## src/sv/pcs_pkg.sv

```systemverilog
package pcs_pkg;

  localparam int ANGLE_FRAC_BITS = 6;
  localparam int SCALE_FRAC_BITS = 16;
  localparam int COORD_WIDTH     = 16;

  localparam int ANGLE_W  = 15;
  localparam int DIST_W   = 16;
  localparam int SCALE_W  = 20;
  localparam int ORIGIN_W = 10;
  localparam int YOFF_W   = 10;
  localparam int STEP_W   = 15;

  // Configuration port.
  localparam int CFG_IDX_W  = 3;
  localparam int CFG_DATA_W = SCALE_W;
  localparam logic [CFG_IDX_W-1:0] REG_SCALE          = CFG_IDX_W'(0);
  localparam logic [CFG_IDX_W-1:0] REG_ORIGIN_X       = CFG_IDX_W'(1);
  localparam logic [CFG_IDX_W-1:0] REG_ORIGIN_Y       = CFG_IDX_W'(2);
  localparam logic [CFG_IDX_W-1:0] REG_Y_OFFSET       = CFG_IDX_W'(3);
  localparam logic [CFG_IDX_W-1:0] REG_MAX_ANGLE_STEP = CFG_IDX_W'(4);

  localparam logic [SCALE_W-1:0]  SCALE_RESET    = SCALE_W'(13107);
  localparam logic [ORIGIN_W-1:0] ORIGIN_X_RESET = ORIGIN_W'(240);
  localparam logic [ORIGIN_W-1:0] ORIGIN_Y_RESET = ORIGIN_W'(136);
  localparam logic [STEP_W-1:0]   MAX_STEP_RESET = STEP_W'(640);

  // Bearing reduction. The quotient by a quarter turn comes from a reciprocal
  // multiply that is exact for every 15-bit bearing.
  localparam int    QUARTER_TURN = 90 << ANGLE_FRAC_BITS;
  localparam int    RECIP_SH     = 36;
  localparam longint RECIP       = (longint'(1) << RECIP_SH) / QUARTER_TURN + 1;
  localparam int    QPROD_W      = ANGLE_W + RECIP_SH;

  // CORDIC.
  localparam int CORDIC_STEPS = 20;
  localparam int ITER_W       = $clog2(CORDIC_STEPS);
  localparam int TRIG_W       = 32;
  localparam int Z_W          = 25;
  localparam int Z_SHIFT      = 16 - ANGLE_FRAC_BITS;
  localparam logic signed [TRIG_W-1:0] CORDIC_GAIN = TRIG_W'(652032874);

  // Projection datapath.
  localparam int MAG_W     = TRIG_W - 7;
  localparam int P1_W      = DIST_W + MAG_W;
  localparam int LO_W      = (P1_W + 1) / 2;
  localparam int HI_W      = P1_W - LO_W;
  localparam int MUL_A_W   = (MAG_W > LO_W) ? MAG_W : LO_W;
  localparam int MUL_B_W   = (SCALE_W > DIST_W) ? SCALE_W : DIST_W;
  localparam int MUL_P_W   = MUL_A_W + MUL_B_W;
  localparam int PROD_W    = P1_W + SCALE_W;
  localparam int RND_SHIFT = 24 + SCALE_FRAC_BITS;
  localparam int R_W       = PROD_W - RND_SHIFT + 1;
  localparam int OFF_W     = ORIGIN_W + 2;
  localparam int SUM_W     = (R_W + 2 > COORD_WIDTH + 1) ? R_W + 2 : COORD_WIDTH + 1;
  localparam logic signed [SUM_W-1:0] COORD_MAX = SUM_W'((longint'(1) << (COORD_WIDTH - 1)) - 1);
  localparam logic signed [SUM_W-1:0] COORD_MIN = -COORD_MAX - SUM_W'(1);

  typedef struct packed {
    logic [ANGLE_W-1:0] angle;
    logic [DIST_W-1:0]  distance;
    logic               scan_start;
  } in_item_t;

  typedef struct packed {
    logic signed [COORD_WIDTH-1:0] from_x;
    logic signed [COORD_WIDTH-1:0] from_y;
    logic signed [COORD_WIDTH-1:0] to_x;
    logic signed [COORD_WIDTH-1:0] to_y;
    logic                          draw_segment;
  } out_item_t;

  typedef struct packed {
    logic                     start;
    logic [DIST_W-1:0]        distance;
    logic signed [TRIG_W-1:0] trig;
    logic [SCALE_W-1:0]       scale;
    logic signed [OFF_W-1:0]  offset;
  } proj_req_t;

  // Arctangent of 2^-i in degrees, 16 fraction bits.
  function automatic logic signed [Z_W-1:0] atan_q16(input logic [ITER_W-1:0] i);
    logic signed [Z_W-1:0] v;
    unique case (i)
      ITER_W'(0):  v = Z_W'(2949120);
      ITER_W'(1):  v = Z_W'(1740967);
      ITER_W'(2):  v = Z_W'(919879);
      ITER_W'(3):  v = Z_W'(466945);
      ITER_W'(4):  v = Z_W'(234379);
      ITER_W'(5):  v = Z_W'(117304);
      ITER_W'(6):  v = Z_W'(58666);
      ITER_W'(7):  v = Z_W'(29335);
      ITER_W'(8):  v = Z_W'(14668);
      ITER_W'(9):  v = Z_W'(7334);
      ITER_W'(10): v = Z_W'(3667);
      ITER_W'(11): v = Z_W'(1833);
      ITER_W'(12): v = Z_W'(917);
      ITER_W'(13): v = Z_W'(458);
      ITER_W'(14): v = Z_W'(229);
      ITER_W'(15): v = Z_W'(115);
      ITER_W'(16): v = Z_W'(57);
      ITER_W'(17): v = Z_W'(29);
      ITER_W'(18): v = Z_W'(14);
      ITER_W'(19): v = Z_W'(7);
      default:     v = '0;
    endcase
    return v;
  endfunction

endpackage

```

## src/sv/pcs_cordic.sv

```systemverilog
module pcs_cordic (
  input  logic                              clk,
  input  logic                              rst_n,
  input  logic                              start,
  input  logic signed [pcs_pkg::Z_W-1:0]    z0,
  output logic                              done,
  output logic signed [pcs_pkg::TRIG_W-1:0] cos_q,
  output logic signed [pcs_pkg::TRIG_W-1:0] sin_q
);
  import pcs_pkg::*;

  logic signed [TRIG_W-1:0] x_r, x_nxt, y_r, y_nxt;
  logic signed [Z_W-1:0]    z_r, z_nxt;
  logic [ITER_W-1:0]        iter_r, iter_nxt;
  logic                     run_r, run_nxt, done_r, done_nxt;
  logic signed [TRIG_W-1:0] dx, dy;
  logic signed [Z_W-1:0]    ang;

  // One shared add/sub and barrel shift per axis, one rotation per cycle.
  assign dx  = y_r >>> iter_r;
  assign dy  = x_r >>> iter_r;
  assign ang = atan_q16(iter_r);

  always_comb begin
    x_nxt    = x_r;
    y_nxt    = y_r;
    z_nxt    = z_r;
    iter_nxt = iter_r;
    run_nxt  = run_r;
    done_nxt = 1'b0;
    if (start) begin
      x_nxt    = CORDIC_GAIN;
      y_nxt    = '0;
      z_nxt    = z0;
      iter_nxt = '0;
      run_nxt  = 1'b1;
    end else if (run_r) begin
      if (!z_r[Z_W-1]) begin
        x_nxt = x_r - dx;
        y_nxt = y_r + dy;
        z_nxt = z_r - ang;
      end else begin
        x_nxt = x_r + dx;
        y_nxt = y_r - dy;
        z_nxt = z_r + ang;
      end
      if (iter_r == ITER_W'(CORDIC_STEPS - 1)) begin
        run_nxt  = 1'b0;
        done_nxt = 1'b1;
      end else begin
        iter_nxt = iter_r + 1'b1;
      end
    end
  end

  always_ff @(posedge clk) begin
    if (!rst_n) begin
      run_r  <= 1'b0;
      done_r <= 1'b0;
      iter_r <= '0;
    end else begin
      run_r  <= run_nxt;
      done_r <= done_nxt;
      iter_r <= iter_nxt;
    end
    x_r <= x_nxt;
    y_r <= y_nxt;
    z_r <= z_nxt;
  end

  assign done  = done_r;
  assign cos_q = x_r;
  assign sin_q = y_r;

endmodule

```

## src/sv/pcs_project.sv

```systemverilog
module pcs_project (
  input  logic                                   clk,
  input  logic                                   rst_n,
  input  pcs_pkg::proj_req_t                     req,
  output logic                                   done,
  output logic signed [pcs_pkg::COORD_WIDTH-1:0] coord
);
  import pcs_pkg::*;

  typedef enum logic [2:0] {
    P_IDLE, P_MAG, P_M1, P_M2, P_M3, P_RND, P_SUM
  } pstate_t;

  pstate_t                       state_r, state_nxt;
  logic                          done_r, done_nxt;
  logic                          neg_r, neg_nxt;
  logic [MAG_W-1:0]              mag24_r, mag24_nxt;
  logic [P1_W-1:0]               p1_r, p1_nxt;
  logic [LO_W+SCALE_W-1:0]       lo_r, lo_nxt;
  logic [PROD_W-1:0]             acc_r, acc_nxt;
  logic [R_W-1:0]                r_r, r_nxt;
  logic signed [COORD_WIDTH-1:0] coord_r, coord_nxt;

  logic [MUL_A_W-1:0] mul_a;
  logic [MUL_B_W-1:0] mul_b;
  logic [MUL_P_W-1:0] mul_p;
  logic [TRIG_W:0]    mag_rnd;
  logic [PROD_W:0]    acc_rnd;
  logic signed [SUM_W-1:0] mag_s, val;

  // The one multiplier serves the distance product and both halves of the
  // scale product.
  assign mul_p = mul_a * mul_b;

  always_comb begin
    unique case (state_r)
      P_M1:    begin
        mul_a = MUL_A_W'(mag24_r);
        mul_b = MUL_B_W'(req.distance);
      end
      P_M2:    begin
        mul_a = MUL_A_W'(p1_r[LO_W-1:0]);
        mul_b = MUL_B_W'(req.scale);
      end
      P_M3:    begin
        mul_a = MUL_A_W'(p1_r[P1_W-1:LO_W]);
        mul_b = MUL_B_W'(req.scale);
      end
      default: begin
        mul_a = '0;
        mul_b = '0;
      end
    endcase
  end

  always_comb begin
    mag_rnd = (req.trig[TRIG_W-1] ? (TRIG_W+1)'(-req.trig) : (TRIG_W+1)'(req.trig))
              + (TRIG_W+1)'(32);
    acc_rnd = (PROD_W+1)'(acc_r) + ((PROD_W+1)'(1) << (RND_SHIFT - 1));
    mag_s   = SUM_W'(r_r);
    val     = (neg_r ? -mag_s : mag_s) + SUM_W'(req.offset);
  end

  always_comb begin
    state_nxt = state_r;
    done_nxt  = 1'b0;
    neg_nxt   = neg_r;
    mag24_nxt = mag24_r;
    p1_nxt    = p1_r;
    lo_nxt    = lo_r;
    acc_nxt   = acc_r;
    r_nxt     = r_r;
    coord_nxt = coord_r;
    unique case (state_r)
      P_IDLE: begin
        if (req.start) state_nxt = P_MAG;
      end
      P_MAG: begin
        neg_nxt   = req.trig[TRIG_W-1];
        mag24_nxt = mag_rnd[MAG_W+5:6];
        state_nxt = P_M1;
      end
      P_M1: begin
        p1_nxt    = mul_p[P1_W-1:0];
        state_nxt = P_M2;
      end
      P_M2: begin
        lo_nxt    = mul_p[LO_W+SCALE_W-1:0];
        state_nxt = P_M3;
      end
      P_M3: begin
        acc_nxt   = PROD_W'(lo_r) + (PROD_W'(mul_p[HI_W+SCALE_W-1:0]) << LO_W);
        state_nxt = P_RND;
      end
      P_RND: begin
        r_nxt     = acc_rnd[RND_SHIFT +: R_W];
        state_nxt = P_SUM;
      end
      P_SUM: begin
        priority if (val > COORD_MAX) coord_nxt = COORD_MAX[COORD_WIDTH-1:0];
        else if (val < COORD_MIN)     coord_nxt = COORD_MIN[COORD_WIDTH-1:0];
        else                          coord_nxt = val[COORD_WIDTH-1:0];
        done_nxt  = 1'b1;
        state_nxt = P_IDLE;
      end
      default: state_nxt = P_IDLE;
    endcase
  end

  always_ff @(posedge clk) begin
    if (!rst_n) begin
      state_r <= P_IDLE;
      done_r  <= 1'b0;
    end else begin
      state_r <= state_nxt;
      done_r  <= done_nxt;
    end
    neg_r   <= neg_nxt;
    mag24_r <= mag24_nxt;
    p1_r    <= p1_nxt;
    lo_r    <= lo_nxt;
    acc_r   <= acc_nxt;
    r_r     <= r_nxt;
    coord_r <= coord_nxt;
  end

  assign done  = done_r;
  assign coord = coord_r;

endmodule

```

## src/sv/polar_scan_to_segments.sv

```systemverilog
// One sample at a time: in_stall stays high from an input beat until its result
// is placed at the output. The 20-step CORDIC loop and the shared multiplier
// (six products per sample) set the pace, and a stalled output also holds it.
// A new sample is taken while the previous result still waits at the output.
// Reset (rst_n low at a clock edge) empties the block, loads the register
// defaults and forgets the previous point.
module polar_scan_to_segments (
  input  logic                               clk,
  input  logic                               rst_n,
  input  logic                               in_valid,
  output logic                               in_stall,
  input  pcs_pkg::in_item_t                  in_data,
  output logic                               out_valid,
  input  logic                               out_stall,
  output pcs_pkg::out_item_t                 out_data,
  input  logic                               cfg_we,
  input  logic [pcs_pkg::CFG_IDX_W-1:0]      cfg_index,
  input  logic [pcs_pkg::CFG_DATA_W-1:0]     cfg_wdata
);
  import pcs_pkg::*;

  typedef enum logic [3:0] {
    T_IDLE, T_QUOT, T_REM, T_CSTART, T_CWAIT, T_MAP,
    T_PX, T_PXW, T_PY, T_PYW, T_OUT
  } tstate_t;

  localparam logic [1:0] QUAD_FIRST  = 2'd0;
  localparam logic [1:0] QUAD_SECOND = 2'd1;
  localparam logic [1:0] QUAD_THIRD  = 2'd2;

  tstate_t state_r, state_nxt;

  logic [SCALE_W-1:0]       scale_r, scale_nxt;
  logic [ORIGIN_W-1:0]      origin_x_r, origin_x_nxt, origin_y_r, origin_y_nxt;
  logic signed [YOFF_W-1:0] y_offset_r, y_offset_nxt;
  logic [STEP_W-1:0]        max_step_r, max_step_nxt;

  logic [ANGLE_W-1:0]       angle_r, angle_nxt;
  logic [DIST_W-1:0]        dist_r, dist_nxt;
  logic                     scan_r, scan_nxt;
  logic [ANGLE_W-1:0]       quot_r, quot_nxt;
  logic signed [Z_W-1:0]    z0_r, z0_nxt;
  logic signed [TRIG_W-1:0] sn_r, sn_nxt, cs_r, cs_nxt;
  logic signed [COORD_WIDTH-1:0] to_x_r, to_x_nxt, to_y_r, to_y_nxt;

  logic signed [COORD_WIDTH-1:0] prev_col_r, prev_col_nxt, prev_row_r, prev_row_nxt;
  logic [ANGLE_W-1:0]       prev_bearing_r, prev_bearing_nxt;
  logic                     prev_pos_r, prev_pos_nxt, have_prev_r, have_prev_nxt;

  logic                     out_valid_r, out_valid_nxt;
  out_item_t                out_data_r, out_data_nxt;

  logic [QPROD_W-1:0]       qprod;
  logic [ANGLE_W-1:0]       rem;
  logic signed [ANGLE_W:0]  step;
  logic                     first, draw;
  logic                     doing_y;
  logic signed [OFF_W-1:0]  x_off, y_off;

  logic                     cord_done;
  logic signed [TRIG_W-1:0] cord_cos, cord_sin;
  proj_req_t                preq;
  logic                     proj_done;
  logic signed [COORD_WIDTH-1:0] proj_coord;

  assign in_stall  = (state_r != T_IDLE);
  assign out_valid = out_valid_r;
  assign out_data  = out_data_r;

  assign qprod = QPROD_W'(angle_r) * QPROD_W'(RECIP);
  assign rem   = angle_r - ANGLE_W'(quot_r * QUARTER_TURN);

  assign x_off   = $signed({2'b00, origin_x_r});
  assign y_off   = $signed({2'b00, origin_y_r}) + OFF_W'(y_offset_r);
  assign doing_y = (state_r == T_PY) || (state_r == T_PYW);

  always_comb begin
    preq.start    = (state_r == T_PX) || (state_r == T_PY);
    preq.distance = dist_r;
    preq.trig     = doing_y ? cs_r : sn_r;
    preq.scale    = scale_r;
    preq.offset   = doing_y ? y_off : x_off;
  end

  // The join test uses the raw bearings as a signed difference.
  assign step  = $signed({1'b0, angle_r}) - $signed({1'b0, prev_bearing_r});
  assign first = scan_r || !have_prev_r;
  assign draw  = !first && (dist_r != '0) && prev_pos_r
                 && (step < $signed({1'b0, max_step_r}));

  pcs_cordic u_cordic (
    .clk   (clk),
    .rst_n (rst_n),
    .start (state_r == T_CSTART),
    .z0    (z0_r),
    .done  (cord_done),
    .cos_q (cord_cos),
    .sin_q (cord_sin)
  );

  pcs_project u_project (
    .clk   (clk),
    .rst_n (rst_n),
    .req   (preq),
    .done  (proj_done),
    .coord (proj_coord)
  );

  always_comb begin
    state_nxt        = state_r;
    scale_nxt        = scale_r;
    origin_x_nxt     = origin_x_r;
    origin_y_nxt     = origin_y_r;
    y_offset_nxt     = y_offset_r;
    max_step_nxt     = max_step_r;
    angle_nxt        = angle_r;
    dist_nxt         = dist_r;
    scan_nxt         = scan_r;
    quot_nxt         = quot_r;
    z0_nxt           = z0_r;
    sn_nxt           = sn_r;
    cs_nxt           = cs_r;
    to_x_nxt         = to_x_r;
    to_y_nxt         = to_y_r;
    prev_col_nxt     = prev_col_r;
    prev_row_nxt     = prev_row_r;
    prev_bearing_nxt = prev_bearing_r;
    prev_pos_nxt     = prev_pos_r;
    have_prev_nxt    = have_prev_r;
    out_valid_nxt    = out_valid_r && out_stall;
    out_data_nxt     = out_data_r;

    if (cfg_we) begin
      unique case (cfg_index)
        REG_SCALE:          scale_nxt    = cfg_wdata[SCALE_W-1:0];
        REG_ORIGIN_X:       origin_x_nxt = cfg_wdata[ORIGIN_W-1:0];
        REG_ORIGIN_Y:       origin_y_nxt = cfg_wdata[ORIGIN_W-1:0];
        REG_Y_OFFSET:       y_offset_nxt = $signed(cfg_wdata[YOFF_W-1:0]);
        REG_MAX_ANGLE_STEP: max_step_nxt = cfg_wdata[STEP_W-1:0];
        default: ;
      endcase
    end

    unique case (state_r)
      T_IDLE: begin
        if (in_valid) begin
          angle_nxt = in_data.angle;
          dist_nxt  = in_data.distance;
          scan_nxt  = in_data.scan_start;
          state_nxt = T_QUOT;
        end
      end
      T_QUOT: begin
        quot_nxt  = qprod[RECIP_SH +: ANGLE_W];
        state_nxt = T_REM;
      end
      T_REM: begin
        z0_nxt    = Z_W'(rem) << Z_SHIFT;
        state_nxt = T_CSTART;
      end
      T_CSTART: state_nxt = T_CWAIT;
      T_CWAIT: begin
        if (cord_done) state_nxt = T_MAP;
      end
      T_MAP: begin
        // The quadrant of the reduced bearing is the quotient mod 4.
        unique case (quot_r[1:0])
          QUAD_FIRST:  begin sn_nxt = cord_sin;  cs_nxt = cord_cos;  end
          QUAD_SECOND: begin sn_nxt = cord_cos;  cs_nxt = -cord_sin; end
          QUAD_THIRD:  begin sn_nxt = -cord_sin; cs_nxt = -cord_cos; end
          default:     begin sn_nxt = -cord_cos; cs_nxt = cord_sin;  end
        endcase
        state_nxt = T_PX;
      end
      T_PX: state_nxt = T_PXW;
      T_PXW: begin
        if (proj_done) begin
          to_x_nxt  = proj_coord;
          state_nxt = T_PY;
        end
      end
      T_PY: state_nxt = T_PYW;
      T_PYW: begin
        if (proj_done) begin
          to_y_nxt  = proj_coord;
          state_nxt = T_OUT;
        end
      end
      T_OUT: begin
        if (!out_valid_r || !out_stall) begin
          out_valid_nxt              = 1'b1;
          out_data_nxt.from_x        = first ? to_x_r : prev_col_r;
          out_data_nxt.from_y        = first ? to_y_r : prev_row_r;
          out_data_nxt.to_x          = to_x_r;
          out_data_nxt.to_y          = to_y_r;
          out_data_nxt.draw_segment  = draw;
          prev_col_nxt               = to_x_r;
          prev_row_nxt               = to_y_r;
          prev_bearing_nxt           = angle_r;
          prev_pos_nxt               = (dist_r != '0);
          have_prev_nxt              = 1'b1;
          state_nxt                  = T_IDLE;
        end
      end
      default: state_nxt = T_IDLE;
    endcase
  end

  always_ff @(posedge clk) begin
    if (!rst_n) begin
      state_r        <= T_IDLE;
      out_valid_r    <= 1'b0;
      scale_r        <= SCALE_RESET;
      origin_x_r     <= ORIGIN_X_RESET;
      origin_y_r     <= ORIGIN_Y_RESET;
      y_offset_r     <= '0;
      max_step_r     <= MAX_STEP_RESET;
      prev_col_r     <= '0;
      prev_row_r     <= '0;
      prev_bearing_r <= '0;
      prev_pos_r     <= 1'b0;
      have_prev_r    <= 1'b0;
    end else begin
      state_r        <= state_nxt;
      out_valid_r    <= out_valid_nxt;
      scale_r        <= scale_nxt;
      origin_x_r     <= origin_x_nxt;
      origin_y_r     <= origin_y_nxt;
      y_offset_r     <= y_offset_nxt;
      max_step_r     <= max_step_nxt;
      prev_col_r     <= prev_col_nxt;
      prev_row_r     <= prev_row_nxt;
      prev_bearing_r <= prev_bearing_nxt;
      prev_pos_r     <= prev_pos_nxt;
      have_prev_r    <= have_prev_nxt;
    end
    angle_r    <= angle_nxt;
    dist_r     <= dist_nxt;
    scan_r     <= scan_nxt;
    quot_r     <= quot_nxt;
    z0_r       <= z0_nxt;
    sn_r       <= sn_nxt;
    cs_r       <= cs_nxt;
    to_x_r     <= to_x_nxt;
    to_y_r     <= to_y_nxt;
    out_data_r <= out_data_nxt;
  end

endmodule

```

## config.mk

```make
export PLATFORM = sky130hd
export DESIGN_NAME = polar_scan_to_segments
export DESIGN_NICKNAME = d
export VERILOG_FILES = /design/src/sv/pcs_pkg.sv /design/src/sv/pcs_cordic.sv /design/src/sv/pcs_project.sv /design/src/sv/polar_scan_to_segments.sv
export SDC_FILE = /design/constraint.sdc
export NUM_CORES = 2
export LEC_CHECK = 0
export ABC_CLOCK_PERIOD_IN_PS = 16800
export BUFFER_PORTS_ARGS = -buffer_cell sky130_fd_sc_hd__buf_2
export CELL_PAD_IN_SITES_DETAIL_PLACEMENT = 0
export CELL_PAD_IN_SITES_GLOBAL_PLACEMENT = 2
export CORE_ASPECT_RATIO = 1.75
export CORE_UTILIZATION = 45
export CTS_CLUSTER_SIZE = 30
export DETAILED_ROUTE_END_ITERATION = 12
export PLACE_DENSITY = 0.95
export SETUP_SLACK_MARGIN = 0.3
export SLEW_MARGIN = 5
export SYNTH_ARGS = -nofsm -noshare
export SYNTH_HDL_FRONTEND = slang
export SYNTH_SLANG_ARGS = --single-unit
```

## constraint.sdc

```tcl
create_clock -name clk -period 16.8 [get_ports clk]
set_input_delay 3.36 -clock clk [delete_from_list [all_inputs] [get_ports clk]]
set_output_delay 3.36 -clock clk [all_outputs]
set_load 0.02 [all_outputs]
```

==> impl_metrics.env <==
export IMPL_outcome="finished clean"
export IMPL_p_leak_nw=27.05
export IMPL_synth_warnings=0
export IMPL_hold_path_class="flop to flop"
export IMPL_synth_area_top_cells="edfxtp_1, fa_1, ha_1"
export IMPL_critPathMaxFanout=37
export IMPL_p_clk_frac=0.171
export IMPL_slew_headroom=0.1352
export IMPL_synth_edff_count=383
export IMPL_ys_types=106
export IMPL_core_mm2=0.1315
export IMPL_cap_violations=0
export IMPL_critPathSlowestCell="dfxtp_2"
export IMPL_synth_seq_cells=599
export IMPL_rsz0062_at_grt="false"
export IMPL_clk_pin_slew_worst_paths_ns=0.07
export IMPL_p_int_mw=4.596
export IMPL_syn_avg_cell_area_um2=9.204
export IMPL_overflow=0
export IMPL_syn_to_final_growth_pct=6.972
export IMPL_p_seq_frac=0.261
export IMPL_drive_gt1_frac=0.08645
export IMPL_final_nets=7424
export IMPL_worstMarginPinSlew_ns=1.297
export IMPL_grt_pass1_wl_mm=297.1
export IMPL_r2r_start="u_project.state_r[0]$_SDFFE_PN0P_"
export IMPL_p_switching_mw=3.620
export IMPL_io_buffers=126
export IMPL_fin_total_pwr_mw=8.216
export IMPL_grt_pass1_vias=49540
export IMPL_crit_type="flop to flop"
export IMPL_ios=127
export IMPL_dr_pass1_iters=7
export IMPL_die_area_mm2=0.1342
export IMPL_finalCriticalPeriod_ns=11.43
export IMPL_via_per_inst=5.883
export IMPL_final_cell_mix="nand2_1, inv_1, nor2_1"
export IMPL_holdWs_ns=0.4431
export IMPL_clk_path_buf_depth=3
export IMPL_crit_arrival_ns=11.84
export IMPL_final_common_cell="nand2_1"
export IMPL_max_freq_mhz=87.49
export IMPL_synth_top_flop_cell="edfxtp_1"
export IMPL_setup_violations=0
export IMPL_min_to="out_data[32]$_DFFE_PP_"
export IMPL_antenna_found_initial=5
export IMPL_finalCritPeriodShare=0.6803
export IMPL_holdPathStages=0
export IMPL_worst_endpoint_required_ns=17.21
export IMPL_htreeDepth=2
export IMPL_cts_tree="yes"
export IMPL_insertion_delay_ns=0.70
export IMPL_synth_top_area_frac=0.1926
export IMPL_die_width_um=277.4
export IMPL_min_from="to_x_r[15]$_DFFE_PP_"
export IMPL_synth_seq_area_share=0.2650
export IMPL_grt_max_degree=92
export IMPL_wl_per_cell_um=23.91
export IMPL_dr_max_layer_used="met4"
export IMPL_r2r_end="u_project.acc_r[59]$_DFFE_PN_"
export IMPL_holdBufCountCts=0
export IMPL_drc_errors=0
export IMPL_drtAntennaViolNets=0
export IMPL_start_util=0.4542
export IMPL_clockRootBuffer="clkbuf_16"
export IMPL_netlist_area_mm2=0.05971
export IMPL_cts_repair_resized=0
export IMPL_routed_wirelength_mm=195.4
export IMPL_swShare=0.4406
export IMPL_gp_congestion=0.9581
export IMPL_critical_path_endpoint_type="flop"
export IMPL_yosysTopAreaCell="edfxtp_1"
export IMPL_synth_cells=6487
export IMPL_clock_skew_ns=0.06558
export IMPL_rrSetupSlack_ns=5.37
export IMPL_wl_met1_mm=66.99
export IMPL_start_kind="flop"
export IMPL_maxSlewViolCount=0
export IMPL_wl_met3_mm=8.398
export IMPL_comb_power_share=0.568
export IMPL_synth_async_reset_ratio=0
export IMPL_route_vias_total=48070
export IMPL_finalSetupTns_ns=0
export IMPL_max_stage_delay_ns=0.87
export IMPL_grt_use_total=0.2906
export IMPL_path_common_cell="fa_1"
export IMPL_hpwlAfterDp_mm=153.9
export IMPL_hold_viol=0
export IMPL_rows=176
export IMPL_ir_drop_mv=0.1115
export IMPL_numCtsBuffers=59
export IMPL_wl_met2_mm=104.0
export IMPL_cts_sinks=599
export IMPL_post_cts_buffers=0
export IMPL_cellPowerDensity_mw_per_mm2=128.6
export IMPL_r2r_cells=37
export IMPL_drt_initial_drc_count=3439
export IMPL_die_y_um=483.9
[metal layers]
metal | global-route usage | vias to the layer above
li1 | - | 22140
met1 | 0.3018 | 23610
met2 | 0.5421 | 1677
met3 | 0.02799 | 646
met4 | 0.2072 | 0
met5 | 0 | -
[Yosys cell counts, drive strengths merged, types with 29 or more instances]
master and n:
mux2 61, clkbuf 279, fa 489, and2 35, nand3 99, o21a 64, a211oi 44, o21ai 241
dfxtp 216, edfxtp 383, xor2 126, nand2 784, a21o 95, o22ai 36, o211ai 29, a21oi 418
nor2 597, nor4 36, or3 32, a31oi 41, buf 71, inv 725, mux4 106, nor3 138
nor2b 37, and3 36, nand2b 56, mux2i 137, ha 447, a22oi 30, xnor2 237
[worst max path at each step]
stage                                           start                       endpoint  depth (start not counted)
finish              u_project.state_r[0]$_SDFFE_PN0P_  u_project.acc_r[59]$_DFFE_PN_                         37
global route        u_project.state_r[0]$_SDFFE_PN0P_  u_project.acc_r[59]$_DFFE_PN_                         39
CTS                 u_project.state_r[0]$_SDFFE_PN0P_  u_project.acc_r[59]$_DFFE_PN_                         37
detailed placement  u_project.state_r[0]$_SDFFE_PN0P_  u_project.acc_r[59]$_DFFE_PN_                         37
global placement    u_project.state_r[0]$_SDFFE_PN0P_  u_project.acc_r[59]$_DFFE_PN_                         37
floorplan           u_project.state_r[1]$_SDFFE_PN0P_  u_project.acc_r[59]$_DFFE_PN_                         39
[final cells by class]
class	count	area, um^2
Clock inverter	33	386.6
Sequential cell	599	15840
Timing Repair Buffer	226	1381
Antenna cell	2	5.005
Clock buffer	78	1629
Inverter	732	2751
Tap cell	1691	2116
Multi-Input combinational cell	4810	39760
Fill cell	12460	67600
[through the flow]
step / setup slack, ns / cells / util / instance area, um^2
2_1_floorplan: 6.017 / 6491 / - / 59720
3_3_place_gp: 5.551 / 8058 / 0.4704 / 61840
3_5_place_dp: 5.444 / 8058 / 0.4704 / 61840
4_1_cts: 5.364 / 8169 / 0.4857 / 63860
5_1_grt: 4.787 / 8170 / 0.4858 / 63870
6_report: 5.370 / 8171 / 0.4858 / 63870
[worst max-delay path: cells and delay by family (launching register included)]
| family | cells | cell delay [ns] |
|---|---|---|
| adder cells (fa/ha/maj) | 9 | 4.39 |
| AND/OR/NAND/NOR | 11 | 2.37 |
| AO/OA/AOI/OAI | 6 | 2.08 |
| buffers and inverters | 9 | 1.11 |
| flip-flops | 1 | 0.87 |
| XOR/XNOR | 2 | 0.30 |
[registers in the layout, indices dropped and copies added (netlist names), 16 cells and up]
name	cells
u_project.p1_r	41
to_x_r	16
cs_r	32
to_y_r	16
u_project.mag24_r	25
scale_r	20
u_cordic.cos_q	32
u_cordic.sin_q	32
u_project.acc_r	22
u_cordic.z_r	25
prev_row_r	16
u_project.coord	16
out_data	65
u_project.lo_r	20
u_cordic.ang	22
u_project.r_r	22
prev_col_r	16
dist_r	16
sn_r	32
[power groups by stage]
stage	logic (mW)	registers [mW]	clock network, mW
2_1_floorplan	3.66	1.89	0
3_3_place_gp	4.54	2.15	0
3_5_place_dp	4.61	2.16	0
4_1_cts	4.66	2.13	1.44
5_1_grt	5.24	2.15	1.48
6_report	4.67	2.14	1.41
[cell families (layout without fill, tap and decap cells)]
kind of cell	after synthesis	after routing	share of synthesized area
compound gates	1244	1244	0.1329
mux	304	304	0.07479
flops	599	599	0.2650
fa+ha+maj	936	936	0.2576
buf+inv	1082	1069	0.07081
xor+xnor	363	363	0.05337
other cells	2	8	0.0001258
simple gates	1957	1957	0.1453
Note: power is estimated with default switching activity, not from simulation.
